## config.mk

```make
export PLATFORM = sky130hd
export DESIGN_NAME = ea2bv_queue
export DESIGN_NICKNAME = d
export VERILOG_FILES = /design/src/rtl/ea2bv_pkg.sv /design/src/rtl/ea2bv_queue.sv
export SDC_FILE = /design/constraint.sdc
export NUM_CORES = 1
export LEC_CHECK = 0
export BUFFER_PORTS_ARGS = -buffer_cell sky130_fd_sc_hd__buf_2
export CAP_MARGIN = 20
export CORE_ASPECT_RATIO = 1.5
export CORE_MARGIN = 5
export CORE_UTILIZATION = 25
export CTS_BUF_LIST = sky130_fd_sc_hd__clkbuf_8
export DETAILED_ROUTE_END_ITERATION = 6
export HOLD_SLACK_MARGIN = 0.06
export PLACE_DENSITY = 0.4
export REMOVE_ABC_BUFFERS = 1
export SETUP_SLACK_MARGIN = 0.15
export SLEW_MARGIN = 20
export SYNTH_ARGS = -nofsm -noshare
export SYNTH_HDL_FRONTEND = slang
export SYNTH_SLANG_ARGS = --single-unit
```

## constraint.sdc

```tcl
create_clock -name clk_i -period 6.19 [get_ports clk_i]
set_input_delay 0.619 -clock clk_i [delete_from_list [all_inputs] [get_ports clk_i]]
set_output_delay 0.619 -clock clk_i [all_outputs]
set_load 0.1 [all_outputs]
```

## src/rtl/ea2bv_pkg.sv

```systemverilog
// Shared types, constants and the arctangent table for the orientation unit.
`default_nettype none
package ea2bv_pkg;
  localparam int unsigned CordicIterationsDefault = 14;
  localparam int unsigned AtanTableLen = 24;
  localparam int unsigned AngleW = 16;
  localparam int unsigned CompW = 16;
  localparam int unsigned CordW = 34;   // Q2.30 plus growth headroom
  localparam int unsigned SqW = 16;     // Q1.14 sine/cosine
  localparam int unsigned FifoDepth = 4;

  localparam logic signed [CordW-1:0] CordicGain = 34'sd652032874;
  localparam logic signed [SqW-1:0] OneQ14 = 16'sd16384;
  localparam logic [35:0] PiQ30 = 36'd3373259426;
  localparam logic [14:0] UnitsPerTurn = 15'd23040;
  localparam logic [14:0] UnitsPerQuarter = 15'd5760;

  typedef struct packed {
    logic [AngleW-1:0] pitch;
    logic [AngleW-1:0] yaw;
    logic [AngleW-1:0] roll;
  } angles_t;

  // Folded angle: quadrant and CORDIC start angle.
  typedef struct packed {
    logic [1:0] q;
    logic signed [CordW-1:0] z;
  } fold_t;

  typedef struct packed {
    fold_t p;
    fold_t y;
    fold_t r;
  } folds_t;

  function automatic logic signed [CordW-1:0] atan_q30(input logic [4:0] i);
    logic signed [CordW-1:0] v;
    case (i)
      5'd0:  v = 34'sd843314857;
      5'd1:  v = 34'sd497837829;
      5'd2:  v = 34'sd263043837;
      5'd3:  v = 34'sd133525159;
      5'd4:  v = 34'sd67021685;
      5'd5:  v = 34'sd33543516;
      5'd6:  v = 34'sd16775851;
      5'd7:  v = 34'sd8388437;
      5'd8:  v = 34'sd4194283;
      5'd9:  v = 34'sd2097149;
      5'd10: v = 34'sd1048576;
      5'd11: v = 34'sd524288;
      5'd12: v = 34'sd262144;
      5'd13: v = 34'sd131072;
      5'd14: v = 34'sd65536;
      5'd15: v = 34'sd32768;
      5'd16: v = 34'sd16384;
      5'd17: v = 34'sd8192;
      5'd18: v = 34'sd4096;
      5'd19: v = 34'sd2048;
      5'd20: v = 34'sd1024;
      5'd21: v = 34'sd512;
      5'd22: v = 34'sd256;
      5'd23: v = 34'sd128;
      default: v = '0;
    endcase
    return v;
  endfunction
endpackage
`default_nettype wire

```

## src/rtl/ea2bv_queue.sv

```systemverilog
// Short queue of sine/cosine sets between front and back parts.
`default_nettype none
module ea2bv_queue (
  input  wire logic clk_i,
  input  wire logic rst_ni,
  input  wire logic wr_valid_i,
  output logic      wr_stall_o,
  input  wire logic signed [ea2bv_pkg::SqW-1:0] wr_data_i [6],
  output logic      rd_valid_o,
  input  wire logic rd_stall_i,
  output logic signed [ea2bv_pkg::SqW-1:0] rd_data_o [6]
);
  import ea2bv_pkg::*;
  localparam int unsigned Aw = $clog2(FifoDepth);
  logic [6*SqW-1:0] mem_q [FifoDepth];
  logic [Aw-1:0] wp_q, rp_q;
  logic [Aw:0] cnt_q;
  logic wr, rd;
  logic [6*SqW-1:0] wpack;

  assign wr_stall_o = (cnt_q == (Aw+1)'(FifoDepth));
  assign rd_valid_o = (cnt_q != '0);
  assign wr = wr_valid_i && !wr_stall_o;
  assign rd = rd_valid_o && !rd_stall_i;

  always_comb begin
    for (int k = 0; k < 6; k++) begin
      wpack[k*SqW +: SqW] = wr_data_i[k];
      rd_data_o[k] = mem_q[rp_q][k*SqW +: SqW];
    end
  end

  always_ff @(posedge clk_i) begin
    if (wr) mem_q[wp_q] <= wpack;
  end

  always_ff @(posedge clk_i or negedge rst_ni) begin
    if (!rst_ni) begin
      wp_q <= '0; rp_q <= '0; cnt_q <= '0;
    end else begin
      if (wr) wp_q <= wp_q + 1'b1;
      if (rd) rp_q <= rp_q + 1'b1;
      cnt_q <= cnt_q + (Aw+1)'(wr) - (Aw+1)'(rd);
    end
  end
endmodule
`default_nettype wire

```

==> results of run 1 <==
==> kinds of logic after synthesis <==
| logic type | synth area share, % |
|---|---|
| flops | 82.2 |
| buf+inv | 1.19 |
| compound gates | 0.0440 |
| fa+ha+maj | 0.668 |
| mux | 15.2 |
| simple gates | 0.413 |
| xor+xnor | 0.308 |
==> stage by stage <==
| stage | hold slack, ns | instance area (µm²) | cells |
|---|---|---|---|
| after floorplan | 0.323 | 14100 | 517 |
| after global placement | 0.503 | 16200 | 1488 |
| after detailed placement | 0.503 | 16200 | 1488 |
| after CTS | 0.108 | 17300 | 1599 |
| after global routing | 0.132 | 17300 | 1600 |
| final | 0.200 | 17300 | 1600 |
==> area by class of cell <==
class                   instances  area (µm²)
flip-flops and latches        391       11700
clock buffers                  63         867
well taps                     763         955
fillers                      5542       39300
repair buffers                209        1100
clock inverters                47         265
multi-input cells             119        2380
inverters                       7        26.3
diodes                          1        2.50
==> worst paths after layout <==
path                                startpoint                     end  slack (ns)  depth (start not counted)
max in group asynchronous               rst_ni     rp_q[0]$_DFFE_PN0P_        5.56                          2
setup / recovery           rp_q[1]$_DFFE_PN0P_           rd_data_o[79]        2.71                          3
hold reg to reg             cnt_q[0]$_DFF_PN0_      cnt_q[0]$_DFF_PN0_        0.54                          1
hold / removal                   wr_data_i[81]   mem_q[3][1]$_DFFE_PP_        0.20                          1
min in group asynchronous               rst_ni     wp_q[1]$_DFFE_PN0P_        0.39                          2
setup reg to reg            cnt_q[2]$_DFF_PN0_  mem_q[2][72]$_DFFE_PP_        3.56                          4
==> cell usage in the layout (no fill, tap or decap), drive strengths merged <==
master / count
fa: 1
clkinv: 24
xor2: 2
nor2b: 1
nor2: 1
mux4: 96
diode: 1
inv: 26
clkbuf: 63
clkinvlp: 1
nor3b: 2
buf: 208
dfrtp: 7
nor3: 1
nand2: 1
o22ai: 1
ha: 6
xnor2: 3
and2: 4
edfxtp: 384
bufinv: 3
dlygate4sd3: 1
==> registers in the layout (all words and copies together), names as in the netlist <==
name   cells
cnt_q      3
wp_q       2
mem_q    384
rp_q       2
==> routing by layer <==
layer	wire length, µm	up-vias	track usage (%)
met5	66	-	0
met4	1050	8	4.15
met1	12300	3406	11.5
li1	-	2825	-
met3	1860	78	2.96
met2	17300	181	18.8
==> critical path: cells and delay by family (launching register included) <==
kind | cells | cell delay, ns
flip-flops | 1 | 0.81
multiplexers | 1 | 0.34
buffers and inverters | 2 | 1.06
==> repair_timing <==
item | 4_1_cts | 5_1_grt
buffers inserted | 0 | 0
hold buffers | 1 | 0
endpoints found under the setup margin | 0 | 0
hold endpoints to repair | 7 | 0
==> impl_table.tex, run 1 <==
\begin{tabular}{lr}
\hline
Metric & Value \\
\hline
\multicolumn{2}{l}{\textbf{Synth}} \\
\quad Area share of the largest cell type after synthesis & 81.0\% \\
\quad Sequential share of the synthesized area & 82.2\% \\
\quad Leading area contributor after synthesis & sky130\_fd\_sc\_hd\_\_edfxtp\_1 \\
\quad Post-synth design cell area & 14200 µm² \\
\quad Number of flops mapped to enable cells by yosys & 384 \\
\quad Cell count after synthesis & 539 \\
\quad Leading register cell type out of synthesis & sky130\_fd\_sc\_hd\_\_edfxtp\_1 \\
\quad Most repeated cell in the gate-level netlist after synthesis & sky130\_fd\_sc\_hd\_\_edfxtp\_1 \\
\quad Number of distinct library cells after synthesis & 21 \\
\quad Most frequent cells after synthesis & sky130\_fd\_sc\_hd\_\_edfxtp\_1, sky130\_fd\_sc\_hd\_\_mux4\_2, sky130\_fd\_sc\_hd\_\_buf\_2 \\
\quad Average footprint of a synthesized cell & 26.4 µm² \\
\quad Synth async-reset ratio & 1.79\% \\
\quad Total of flip-flops plus latches after synthesis & 391 \\
\quad Top post-synthesis cells by area & sky130\_fd\_sc\_hd\_\_edfxtp\_1, sky130\_fd\_sc\_hd\_\_mux4\_2, sky130\_fd\_sc\_hd\_\_dfrtp\_1, sky130\_fd\_sc\_hd\_\_ha\_1, sky130\_fd\_sc\_hd\_\_buf\_2 \\
\quad Number of warning messages in the yosys log & 0 \\
\multicolumn{2}{l}{\textbf{Flow run}} \\
\quad Number of violations of the max-capacitance limit & 0 \\
\multicolumn{2}{l}{\textbf{Floorplan}} \\
\quad Number of rows created at floorplan & 107 \\
\quad Number of top-level pins & 198 \\
\quad Starting utilization of the core area & 25.1\% \\
\quad Height of the chip & 302 µm \\
\quad CORE AREA & 56600 µm² \\
\quad Horizontal die dimension & 205 µm \\
\quad Floorplan die area & 61900 µm² \\
\multicolumn{2}{l}{\textbf{Final layout}} \\
\quad Fraction of the core area covered by cells at the end of the flow & 30.6\% \\
\quad Layout cells sized above 1 & 45.7\% \\
\quad Final nets & 896 \\
\quad Area Overhead vs Synth & 21.5\% \\
\multicolumn{2}{l}{\textbf{Detailed routing}} \\
\quad DR WL/cell & 20.4 µm \\
\quad Total number of vias & 6498 \\
\quad Detailed-router iteration count before antenna repair & 4 \\
\quad Remaining antenna violation count & 0 \\
\quad Count of unresolved DRC violations after routing & 0 \\
\quad Total detailed-routing wirelength & 32600 µm \\
\quad Number of DRC markers in iteration 0 & 200 \\
\quad Vias/cell & 4.06 \\
\multicolumn{2}{l}{\textbf{Setup path}} \\
\quad Slowest stage cell on the critical path & sky130\_fd\_sc\_hd\_\_dfrtp\_4 \\
\quad Crit start category & register \\
\quad Worst endpoint required time & 5.57 ns \\
\quad Slowest cell delay on critical path & 0.81 ns \\
\quad Startpoint-to-endpoint class of the critical path & reg -> out \\
\quad Capturing element type of the critical path & output port \\
\quad CP cell instances & buf\_4 > mux4\_2 > buf\_2 \\
\quad Data arrival time at the worst-slack endpoint & 2.86 ns \\
\quad Worst-path maximum fanout & 35 \\
\multicolumn{2}{l}{\textbf{GRT}} \\
\quad Number of global-route vias before repair & 7411 \\
\quad Overall fraction of global-route tracks in use & 10.4\% \\
\quad Number of antenna violations at the first check in global routing & 8 \\
\quad Overflow left after global routing & 0 \\
\quad Global-route wire length before repair & 47700 µm \\
\quad Pin count of the biggest net entering global routing & 59 \\
\multicolumn{2}{l}{\textbf{STA}} \\
\quad Least-Margin Pin Slew & 0.944 ns \\
\quad Final worst path period share & 56.2\% \\
\quad Worst Clk Skew & 0.0172 ns \\
\quad Pins Over Slew Limit & 0 \\
\quad Relative slew slack & 37.1\% \\
\quad Final setup violation count & 0 \\
\quad Final critical delay including setup and external delays & 3.48 ns \\
\quad Setup TNS Final & 0 ns \\
\quad Fin. Hold Viols & 0 \\
\quad Worst setup slack after layout & 2.71 ns \\
\quad RSZ-0062 raised after global routing & false \\
\quad F\_max & 287 MHz \\
\multicolumn{2}{l}{\textbf{CTS}} \\
\quad Clock root buffer master & sky130\_fd\_sc\_hd\_\_clkbuf\_8 \\
\quad Number of levels in the clock H-tree & 2 \\
\quad Clock insertion delay at the later pin of the skew report & 0.63 ns \\
\quad TritonCTS clock tree & built \\
\quad Num CTS Buffers & 61 \\
\quad Sink count of the clock tree & 391 \\
\quad Number of gates resized after CTS & 0 \\
\quad Post-CTS clock slew at the launch and capture registers of the worst setup and hold paths & 0.06 ns \\
\quad Longest Clk Path Bufs & 3 \\
\multicolumn{2}{l}{\textbf{Place}} \\
\quad Gpl congestion & 0.666 \\
\quad Worst slack after detailed placement & 3.25 ns \\
\quad Detailed placement HPWL & 18800 µm \\
\quad Number of buffers added on ports & 197 \\
\multicolumn{2}{l}{\textbf{Outcome}} \\
\quad Outcome & finished clean \\
\multicolumn{2}{l}{\textbf{Hold path}} \\
\quad Worst min-delay path category & in -> reg \\
\hline
\end{tabular}
Power of run 1 is not shown: default switching activity piles up to over one toggle a cycle in this logic, so the estimate is an artifact.
==> run 2, diff against run 1 <==
--- a/config.mk
+++ b/config.mk
@@ -13,7 +13,7 @@
 export CTS_BUF_LIST = sky130_fd_sc_hd__clkbuf_8
 export DETAILED_ROUTE_END_ITERATION = 6
 export HOLD_SLACK_MARGIN = 0.06
-export PLACE_DENSITY = 0.4
+export PLACE_DENSITY = 0.42
 export REMOVE_ABC_BUFFERS = 1
 export SETUP_SLACK_MARGIN = 0.15
 export SLEW_MARGIN = 20
==> constraint.sdc (replaced) <==
create_clock -name clk_i -period 3.2 [get_ports clk_i]
set_input_delay 0.32 -clock clk_i [delete_from_list [all_inputs] [get_ports clk_i]]
set_output_delay 0.32 -clock clk_i [all_outputs]
set_load 0.1 [all_outputs]
==> impl_table.tex, run 2 (synthesized netlist as in run 1, its figures left out) <==
\begin{tabular}{lr}
\hline
Metric & Value \\
\hline
\multicolumn{2}{l}{\textbf{Setup path}} \\
\quad Reg2reg start & cnt\_q[2]\$\_DFF\_PN0\_ \\
\quad CP Launch Point & rp\_q[1]\$\_DFFE\_PN0P\_ \\
\quad Worst reg-to-reg path cell count & 10 \\
\quad Data arrival time at the worst-slack endpoint & 2.50 ns \\
\quad Startpoint-to-endpoint class of the critical path & reg -> out \\
\quad End of the worst register-to-register path & cnt\_q[2]\$\_DFF\_PN0\_ \\
\quad Worst-path maximum fanout & 32 \\
\quad Setup slack on the worst flop-to-flop path & 0.78 ns \\
\quad Crit start category & register \\
\quad Worst setup endpoint & rd\_data\_o[67] \\
\quad Capturing element type of the critical path & output port \\
\quad Worst endpoint required time & 2.88 ns \\
\multicolumn{2}{l}{\textbf{Floorplan}} \\
\quad Starting utilization of the core area & 25.1\% \\
\quad Number of rows created at floorplan & 107 \\
\quad Floorplan die area & 61900 µm² \\
\quad Horizontal die dimension & 205 µm \\
\quad Number of top-level pins & 198 \\
\quad Height of the chip & 302 µm \\
\quad CORE AREA & 56600 µm² \\
\multicolumn{2}{l}{\textbf{STA}} \\
\quad F\_max & 354 MHz \\
\quad Final critical delay including setup and external delays & 2.82 ns \\
\quad Fin. Hold Viols & 0 \\
\quad RSZ-0062 raised after global routing & false \\
\quad Least-Margin Pin Slew & 0.665 ns \\
\quad Worst setup slack after layout & 0.375 ns \\
\quad Pins Over Slew Limit & 0 \\
\quad Worst Clk Skew & 0.0209 ns \\
\quad Final setup violation count & 0 \\
\quad Relative slew slack & 55.6\% \\
\quad Final worst path period share & 88.3\% \\
\multicolumn{2}{l}{\textbf{CTS}} \\
\quad Longest Clk Path Bufs & 3 \\
\quad Number of gates resized after CTS & 0 \\
\quad Sink count of the clock tree & 391 \\
\quad Number of levels in the clock H-tree & 3 \\
\quad Clock root buffer master & sky130\_fd\_sc\_hd\_\_clkbuf\_8 \\
\quad TritonCTS clock tree & built \\
\quad Num CTS Buffers & 66 \\
\quad Clock insertion delay at the later pin of the skew report & 0.62 ns \\
\quad Post-CTS clock slew at the launch and capture registers of the worst setup and hold paths & 0.06 ns \\
\multicolumn{2}{l}{\textbf{Final layout}} \\
\quad Number of non-filler instances in the completed layout & 1709 \\
\quad Highest-count cells in the layout ignoring fill and taps & sky130\_fd\_sc\_hd\_\_edfxtp\_1, sky130\_fd\_sc\_hd\_\_buf\_2, sky130\_fd\_sc\_hd\_\_dlygate4sd3\_1, sky130\_fd\_sc\_hd\_\_mux4\_2, sky130\_fd\_sc\_hd\_\_clkbuf\_8 \\
\quad Number of flip-flops in the largest register & 384 \\
\quad Largest registers & mem\_q: 384 flops, cnt\_q: 3 flops \\
\quad Final nets & 1007 \\
\quad Area Overhead vs Synth & 29.8\% \\
\quad Register name with the most flops & mem\_q \\
\quad Most common library cell in the layout ignoring fill and taps & sky130\_fd\_sc\_hd\_\_edfxtp\_1 \\
\quad Design Area, Final & 18500 µm² \\
\quad Layout cells sized above 1 & 41.7\% \\
\multicolumn{2}{l}{\textbf{Detailed routing}} \\
\quad Detailed-router iteration count before antenna repair & 4 \\
\quad DR WL/cell & 19.4 µm \\
\quad Count of unresolved DRC violations after routing & 0 \\
\quad Routed met2 length & 17700 µm \\
\quad Vias/cell & 4.04 \\
\quad Number of DRC markers in iteration 0 & 285 \\
\quad Met1 Routed Length & 12600 µm \\
\quad Total number of vias & 6899 \\
\quad Routed met3 length & 1960 µm \\
\quad Total detailed-routing wirelength & 33200 µm \\
\quad Remaining antenna violation count & 0 \\
\quad Max layer used & met5 \\
\multicolumn{2}{l}{\textbf{Outcome}} \\
\quad Outcome & finished clean \\
\multicolumn{2}{l}{\textbf{GRT}} \\
\quad Overall fraction of global-route tracks in use & 10.7\% \\
\quad Number of antenna violations at the first check in global routing & 4 \\
\quad Global-route wire length before repair & 49100 µm \\
\quad Pin count of the biggest net entering global routing & 70 \\
\quad Overflow left after global routing & 0 \\
\quad Number of global-route vias before repair & 7879 \\
\multicolumn{2}{l}{\textbf{Place}} \\
\quad Worst slack after detailed placement & 0.778 ns \\
\quad Detailed placement HPWL & 19200 µm \\
\quad Placed Cells incl. Taps & 1494 \\
\quad Placed Area & 16300 µm² \\
\quad Number of buffers added on ports & 197 \\
\quad Gpl congestion & 0.680 \\
\multicolumn{2}{l}{\textbf{Flow run}} \\
\quad Number of violations of the max-capacitance limit & 0 \\
\multicolumn{2}{l}{\textbf{Hold path}} \\
\quad Worst min-delay path category & in -> reg \\
\hline
\end{tabular}
## run 2: how the worst min path moves through the flow
| stage | endpoint | startpoint | cells after the start |
|---|---|---|---|
| after floorplan | cnt_q[0]$_DFF_PN0_ | rst_ni | 0 |
| after global placement | cnt_q[1]$_DFF_PN0_ | rst_ni | 1 |
| after detailed placement | cnt_q[1]$_DFF_PN0_ | rst_ni | 1 |
| after CTS | mem_q[2][52]$_DFFE_PP_ | wr_data_i[36] | 2 |
| after global routing | mem_q[1][52]$_DFFE_PP_ | wr_data_i[36] | 2 |
| final | mem_q[2][91]$_DFFE_PP_ | wr_data_i[11] | 2 |
## run 2: layer usage
metal | global-route usage (%) | vias to the layer above
met5 | 0 | -
met4 | 4.29 | 4
met3 | 3.20 | 63
met2 | 19.2 | 186
met1 | 12.0 | 3592
li1 | - | 3054
## run 2: area by class of cell
class / instances / area [µm²]
well taps: 763 / 955
diodes: 2 / 5.00
clock buffers: 66 / 908
fillers: 5483 / 38100
clock inverters: 46 / 223
multi-input cells: 119 / 2380
flip-flops and latches: 391 / 11700
repair buffers: 315 / 2280
inverters: 7 / 26.3
## run 2: critical path, stage by stage, from the launching register on
cell,delay (ns)
sky130_fd_sc_hd__dfrtp_4,0.84
sky130_fd_sc_hd__buf_4,0.35
sky130_fd_sc_hd__mux4_2,0.25
sky130_fd_sc_hd__buf_2,0.43
## run 2: timing repair
action / 4_1_cts / 5_1_grt
setup buffers: 1 / 0
endpoints found under the hold margin: 394 / 0
hold buffers: 100 / 0
setup endpoints to repair: 3 / 0
## run 2: metrics by stage
stage / utilization [%] / hold WS [ns] / TNS, ns
floorplan: - / 0.0244 / -959.28
global placement: 28.8 / 0.170 / 0
detailed placement: 28.8 / 0.172 / 0
CTS: 32.6 / 0.353 / 0
global route: 32.6 / 0.399 / 0
finish: 32.6 / 0.456 / 0
Power of run 2 is left out for the same reason.
==> run 3, diff against run 2 <==
--- a/config.mk
+++ b/config.mk
@@ -13,7 +13,8 @@
 export CTS_BUF_LIST = sky130_fd_sc_hd__clkbuf_8
 export DETAILED_ROUTE_END_ITERATION = 6
 export HOLD_SLACK_MARGIN = 0.06
-export PLACE_DENSITY = 0.42
+export MAX_ROUTING_LAYER = met4
+export PLACE_DENSITY = 0.4
 export REMOVE_ABC_BUFFERS = 1
 export SETUP_SLACK_MARGIN = 0.15
 export SLEW_MARGIN = 20
==> constraint.sdc (replaced) <==
create_clock -name clk_i -period 3 [get_ports clk_i]
set_input_delay 0.3 -clock clk_i [delete_from_list [all_inputs] [get_ports clk_i]]
set_output_delay 0.3 -clock clk_i [all_outputs]
set_load 0.1 [all_outputs]
==> impl_table.tex, run 3 (synthesized netlist as in run 1, its figures left out) <==
\begin{tabular}{lr}
\hline
Metric & Value \\
\hline
\multicolumn{2}{l}{\textbf{Outcome}} \\
\quad Outcome & finished clean \\
\multicolumn{2}{l}{\textbf{Final layout}} \\
\quad Largest registers & mem\_q: 384 flops, cnt\_q: 3 flops \\
\quad Most common library cell in the layout ignoring fill and taps & sky130\_fd\_sc\_hd\_\_edfxtp\_1 \\
\quad Design Area, Final & 18800 µm² \\
\quad Register name with the most flops & mem\_q \\
\quad Highest-count cells in the layout ignoring fill and taps & sky130\_fd\_sc\_hd\_\_edfxtp\_1, sky130\_fd\_sc\_hd\_\_buf\_2, sky130\_fd\_sc\_hd\_\_dlygate4sd3\_1, sky130\_fd\_sc\_hd\_\_mux4\_2, sky130\_fd\_sc\_hd\_\_clkbuf\_8 \\
\quad Number of flip-flops in the largest register & 384 \\
\quad Area Overhead vs Synth & 31.7\% \\
\quad Fraction of the core area covered by cells at the end of the flow & 33.1\% \\
\quad Layout cells sized above 1 & 43.1\% \\
\quad Final nets & 1013 \\
\multicolumn{2}{l}{\textbf{Setup path}} \\
\quad CP Launch Point & rp\_q[1]\$\_DFFE\_PN0P\_ \\
\quad Capturing element type of the critical path & output port \\
\quad Slowest stage cell on the critical path & sky130\_fd\_sc\_hd\_\_dfrtp\_4 \\
\quad Worst reg-to-reg path cell count & 10 \\
\quad Reg2reg start & cnt\_q[2]\$\_DFF\_PN0\_ \\
\quad Slowest cell delay on critical path & 0.63 ns \\
\quad Crit start category & register \\
\quad Worst-path maximum fanout & 45 \\
\quad Data arrival time at the worst-slack endpoint & 2.35 ns \\
\quad Startpoint-to-endpoint class of the critical path & reg -> out \\
\quad End of the worst register-to-register path & cnt\_q[2]\$\_DFF\_PN0\_ \\
\quad Setup slack on the worst flop-to-flop path & 0.61 ns \\
\quad CP cell instances & buf\_12 > mux4\_2 > buf\_2 \\
\quad Worst endpoint required time & 2.70 ns \\
\multicolumn{2}{l}{\textbf{CTS}} \\
\quad Num CTS Buffers & 67 \\
\quad Post-CTS clock slew at the launch and capture registers of the worst setup and hold paths & 0.06 ns \\
\quad Clock root buffer master & sky130\_fd\_sc\_hd\_\_clkbuf\_8 \\
\quad Clock insertion delay at the later pin of the skew report & 0.60 ns \\
\quad Longest Clk Path Bufs & 3 \\
\quad Number of levels in the clock H-tree & 3 \\
\quad Sink count of the clock tree & 391 \\
\quad TritonCTS clock tree & built \\
\multicolumn{2}{l}{\textbf{STA}} \\
\quad F\_max & 377 MHz \\
\quad Final worst path period share & 88.4\% \\
\quad Relative slew slack & 62.6\% \\
\quad Least-Margin Pin Slew & 0.565 ns \\
\quad Pins Over Slew Limit & 0 \\
\quad Final setup violation count & 0 \\
\quad Fin. Hold Viols & 0 \\
\quad Worst Clk Skew & 0.0152 ns \\
\quad RSZ-0062 raised after global routing & false \\
\quad Fin Hold WS & 0.444 ns \\
\quad Final critical delay including setup and external delays & 2.65 ns \\
\multicolumn{2}{l}{\textbf{GRT}} \\
\quad Global-route wire length before repair & 49400 µm \\
\quad Overall fraction of global-route tracks in use & 11.1\% \\
\quad Number of antenna violations at the first check in global routing & 7 \\
\quad Overflow left after global routing & 0 \\
\quad Number of global-route vias before repair & 7870 \\
\quad Pin count of the biggest net entering global routing & 53 \\
\multicolumn{2}{l}{\textbf{Detailed routing}} \\
\quad Number of DRC markers in iteration 0 & 258 \\
\quad Vias/cell & 4.02 \\
\quad Detailed-router iteration count before antenna repair & 4 \\
\quad DR WL/cell & 19.3 µm \\
\quad Count of unresolved DRC violations after routing & 0 \\
\quad Total number of vias & 6912 \\
\quad Remaining antenna violation count & 0 \\
\quad Total detailed-routing wirelength & 33200 µm \\
\multicolumn{2}{l}{\textbf{Hold path}} \\
\quad Worst hold endpoint & mem\_q[3][95]\$\_DFFE\_PP\_ \\
\quad Startpoint of the lowest-slack hold path & wr\_data\_i[15] \\
\quad Cell depth of the worst min-delay path & 2 \\
\quad Worst min-delay path category & in -> reg \\
\multicolumn{2}{l}{\textbf{Floorplan}} \\
\quad Floorplan die area & 61900 µm² \\
\quad Height of the chip & 302 µm \\
\quad Horizontal die dimension & 205 µm \\
\quad CORE AREA & 56600 µm² \\
\quad Starting utilization of the core area & 25.1\% \\
\quad Number of rows created at floorplan & 107 \\
\quad Number of top-level pins & 198 \\
\multicolumn{2}{l}{\textbf{Place}} \\
\quad Detailed placement HPWL & 19500 µm \\
\quad Gpl congestion & 0.665 \\
\quad Placed Area & 16400 µm² \\
\quad Number of buffers added on ports & 197 \\
\multicolumn{2}{l}{\textbf{Flow run}} \\
\quad Number of violations of the max-capacitance limit & 0 \\
\hline
\end{tabular}
## run 3: cell count changes in the layout (fill, tap and decap cells not counted), moves of 2 or more
cell	delta
sky130_fd_sc_hd__inv_8	-2
sky130_fd_sc_hd__buf_12	+8
sky130_fd_sc_hd__buf_4	-2
sky130_fd_sc_hd__diode_2	+5
sky130_fd_sc_hd__bufinv_16	+5
sky130_fd_sc_hd__clkinvlp_4	+2
sky130_fd_sc_hd__clkinv_1	-10
sky130_fd_sc_hd__clkinv_2	+2
sky130_fd_sc_hd__clkbuf_8	+2
## run 3: critical path: cells and delay by family (launching register included)
family | cells | cell delay, ns
multiplexers | 1 | 0.29
buffers and inverters | 2 | 0.77
flip-flops | 1 | 0.63
## run 3: what timing repair did
action	in CTS	in global routing
resized for setup	0	0
setup buffers	4	0
hold buffers	100	0
setup endpoints to repair	88	0
endpoints found under the hold margin	394	0
## run 3: cell type report
| cell class | count | area [µm²] |
|---|---|---|
| clock buffers | 68 | 936 |
| well taps | 763 | 955 |
| fillers | 5431 | 37900 |
| clock inverters | 44 | 339 |
| flip-flops and latches | 391 | 11700 |
| repair buffers | 320 | 2400 |
| multi-input cells | 119 | 2380 |
| inverters | 7 | 26.3 |
| diodes | 7 | 17.5 |
## run 3: how the worst max path moves through the flow
stage / end / slack, ns / cells past startpoint
after global placement: cnt_q[2]$_DFF_PN0_ / 0.64 / 10
final: rd_data_o[78] / 0.35 / 3
after CTS: rd_data_o[78] / 0.19 / 3
after detailed placement: cnt_q[2]$_DFF_PN0_ / 0.61 / 10
after floorplan: mem_q[0][0]$_DFFE_PP_ / -2.21 / 3
after global routing: rd_data_o[78] / 0.19 / 3
## run 3: metal layers
| layer | GRT usage, % | up-vias | part of all wire, % | wire (µm) |
|---|---|---|---|---|
| li1 | - | 3066 | - | - |
| met1 | 12.7 | 3586 | 40 | 13200 |
| met2 | 18.2 | 187 | 51 | 16800 |
| met3 | 3.54 | 73 | 6.9 | 2290 |
| met4 | 4.31 | 0 | 2.6 | 862 |
| met5 | - | - | 0 | 0 |
## run 3: metrics by stage
| stage | TNS [ns] | cells | worst slack (ns) |
|---|---|---|---|
| finish | 0 | 1719 | 0.349 |
| global route | 0 | 1719 | 0.193 |
| CTS | 0 | 1712 | 0.191 |
| detailed placement | 0 | 1496 | 0.607 |
| global placement | 0 | 1496 | 0.639 |
| floorplan | -1054.82 | 517 | -2.21 |
Power of run 3 is left out for the same reason.
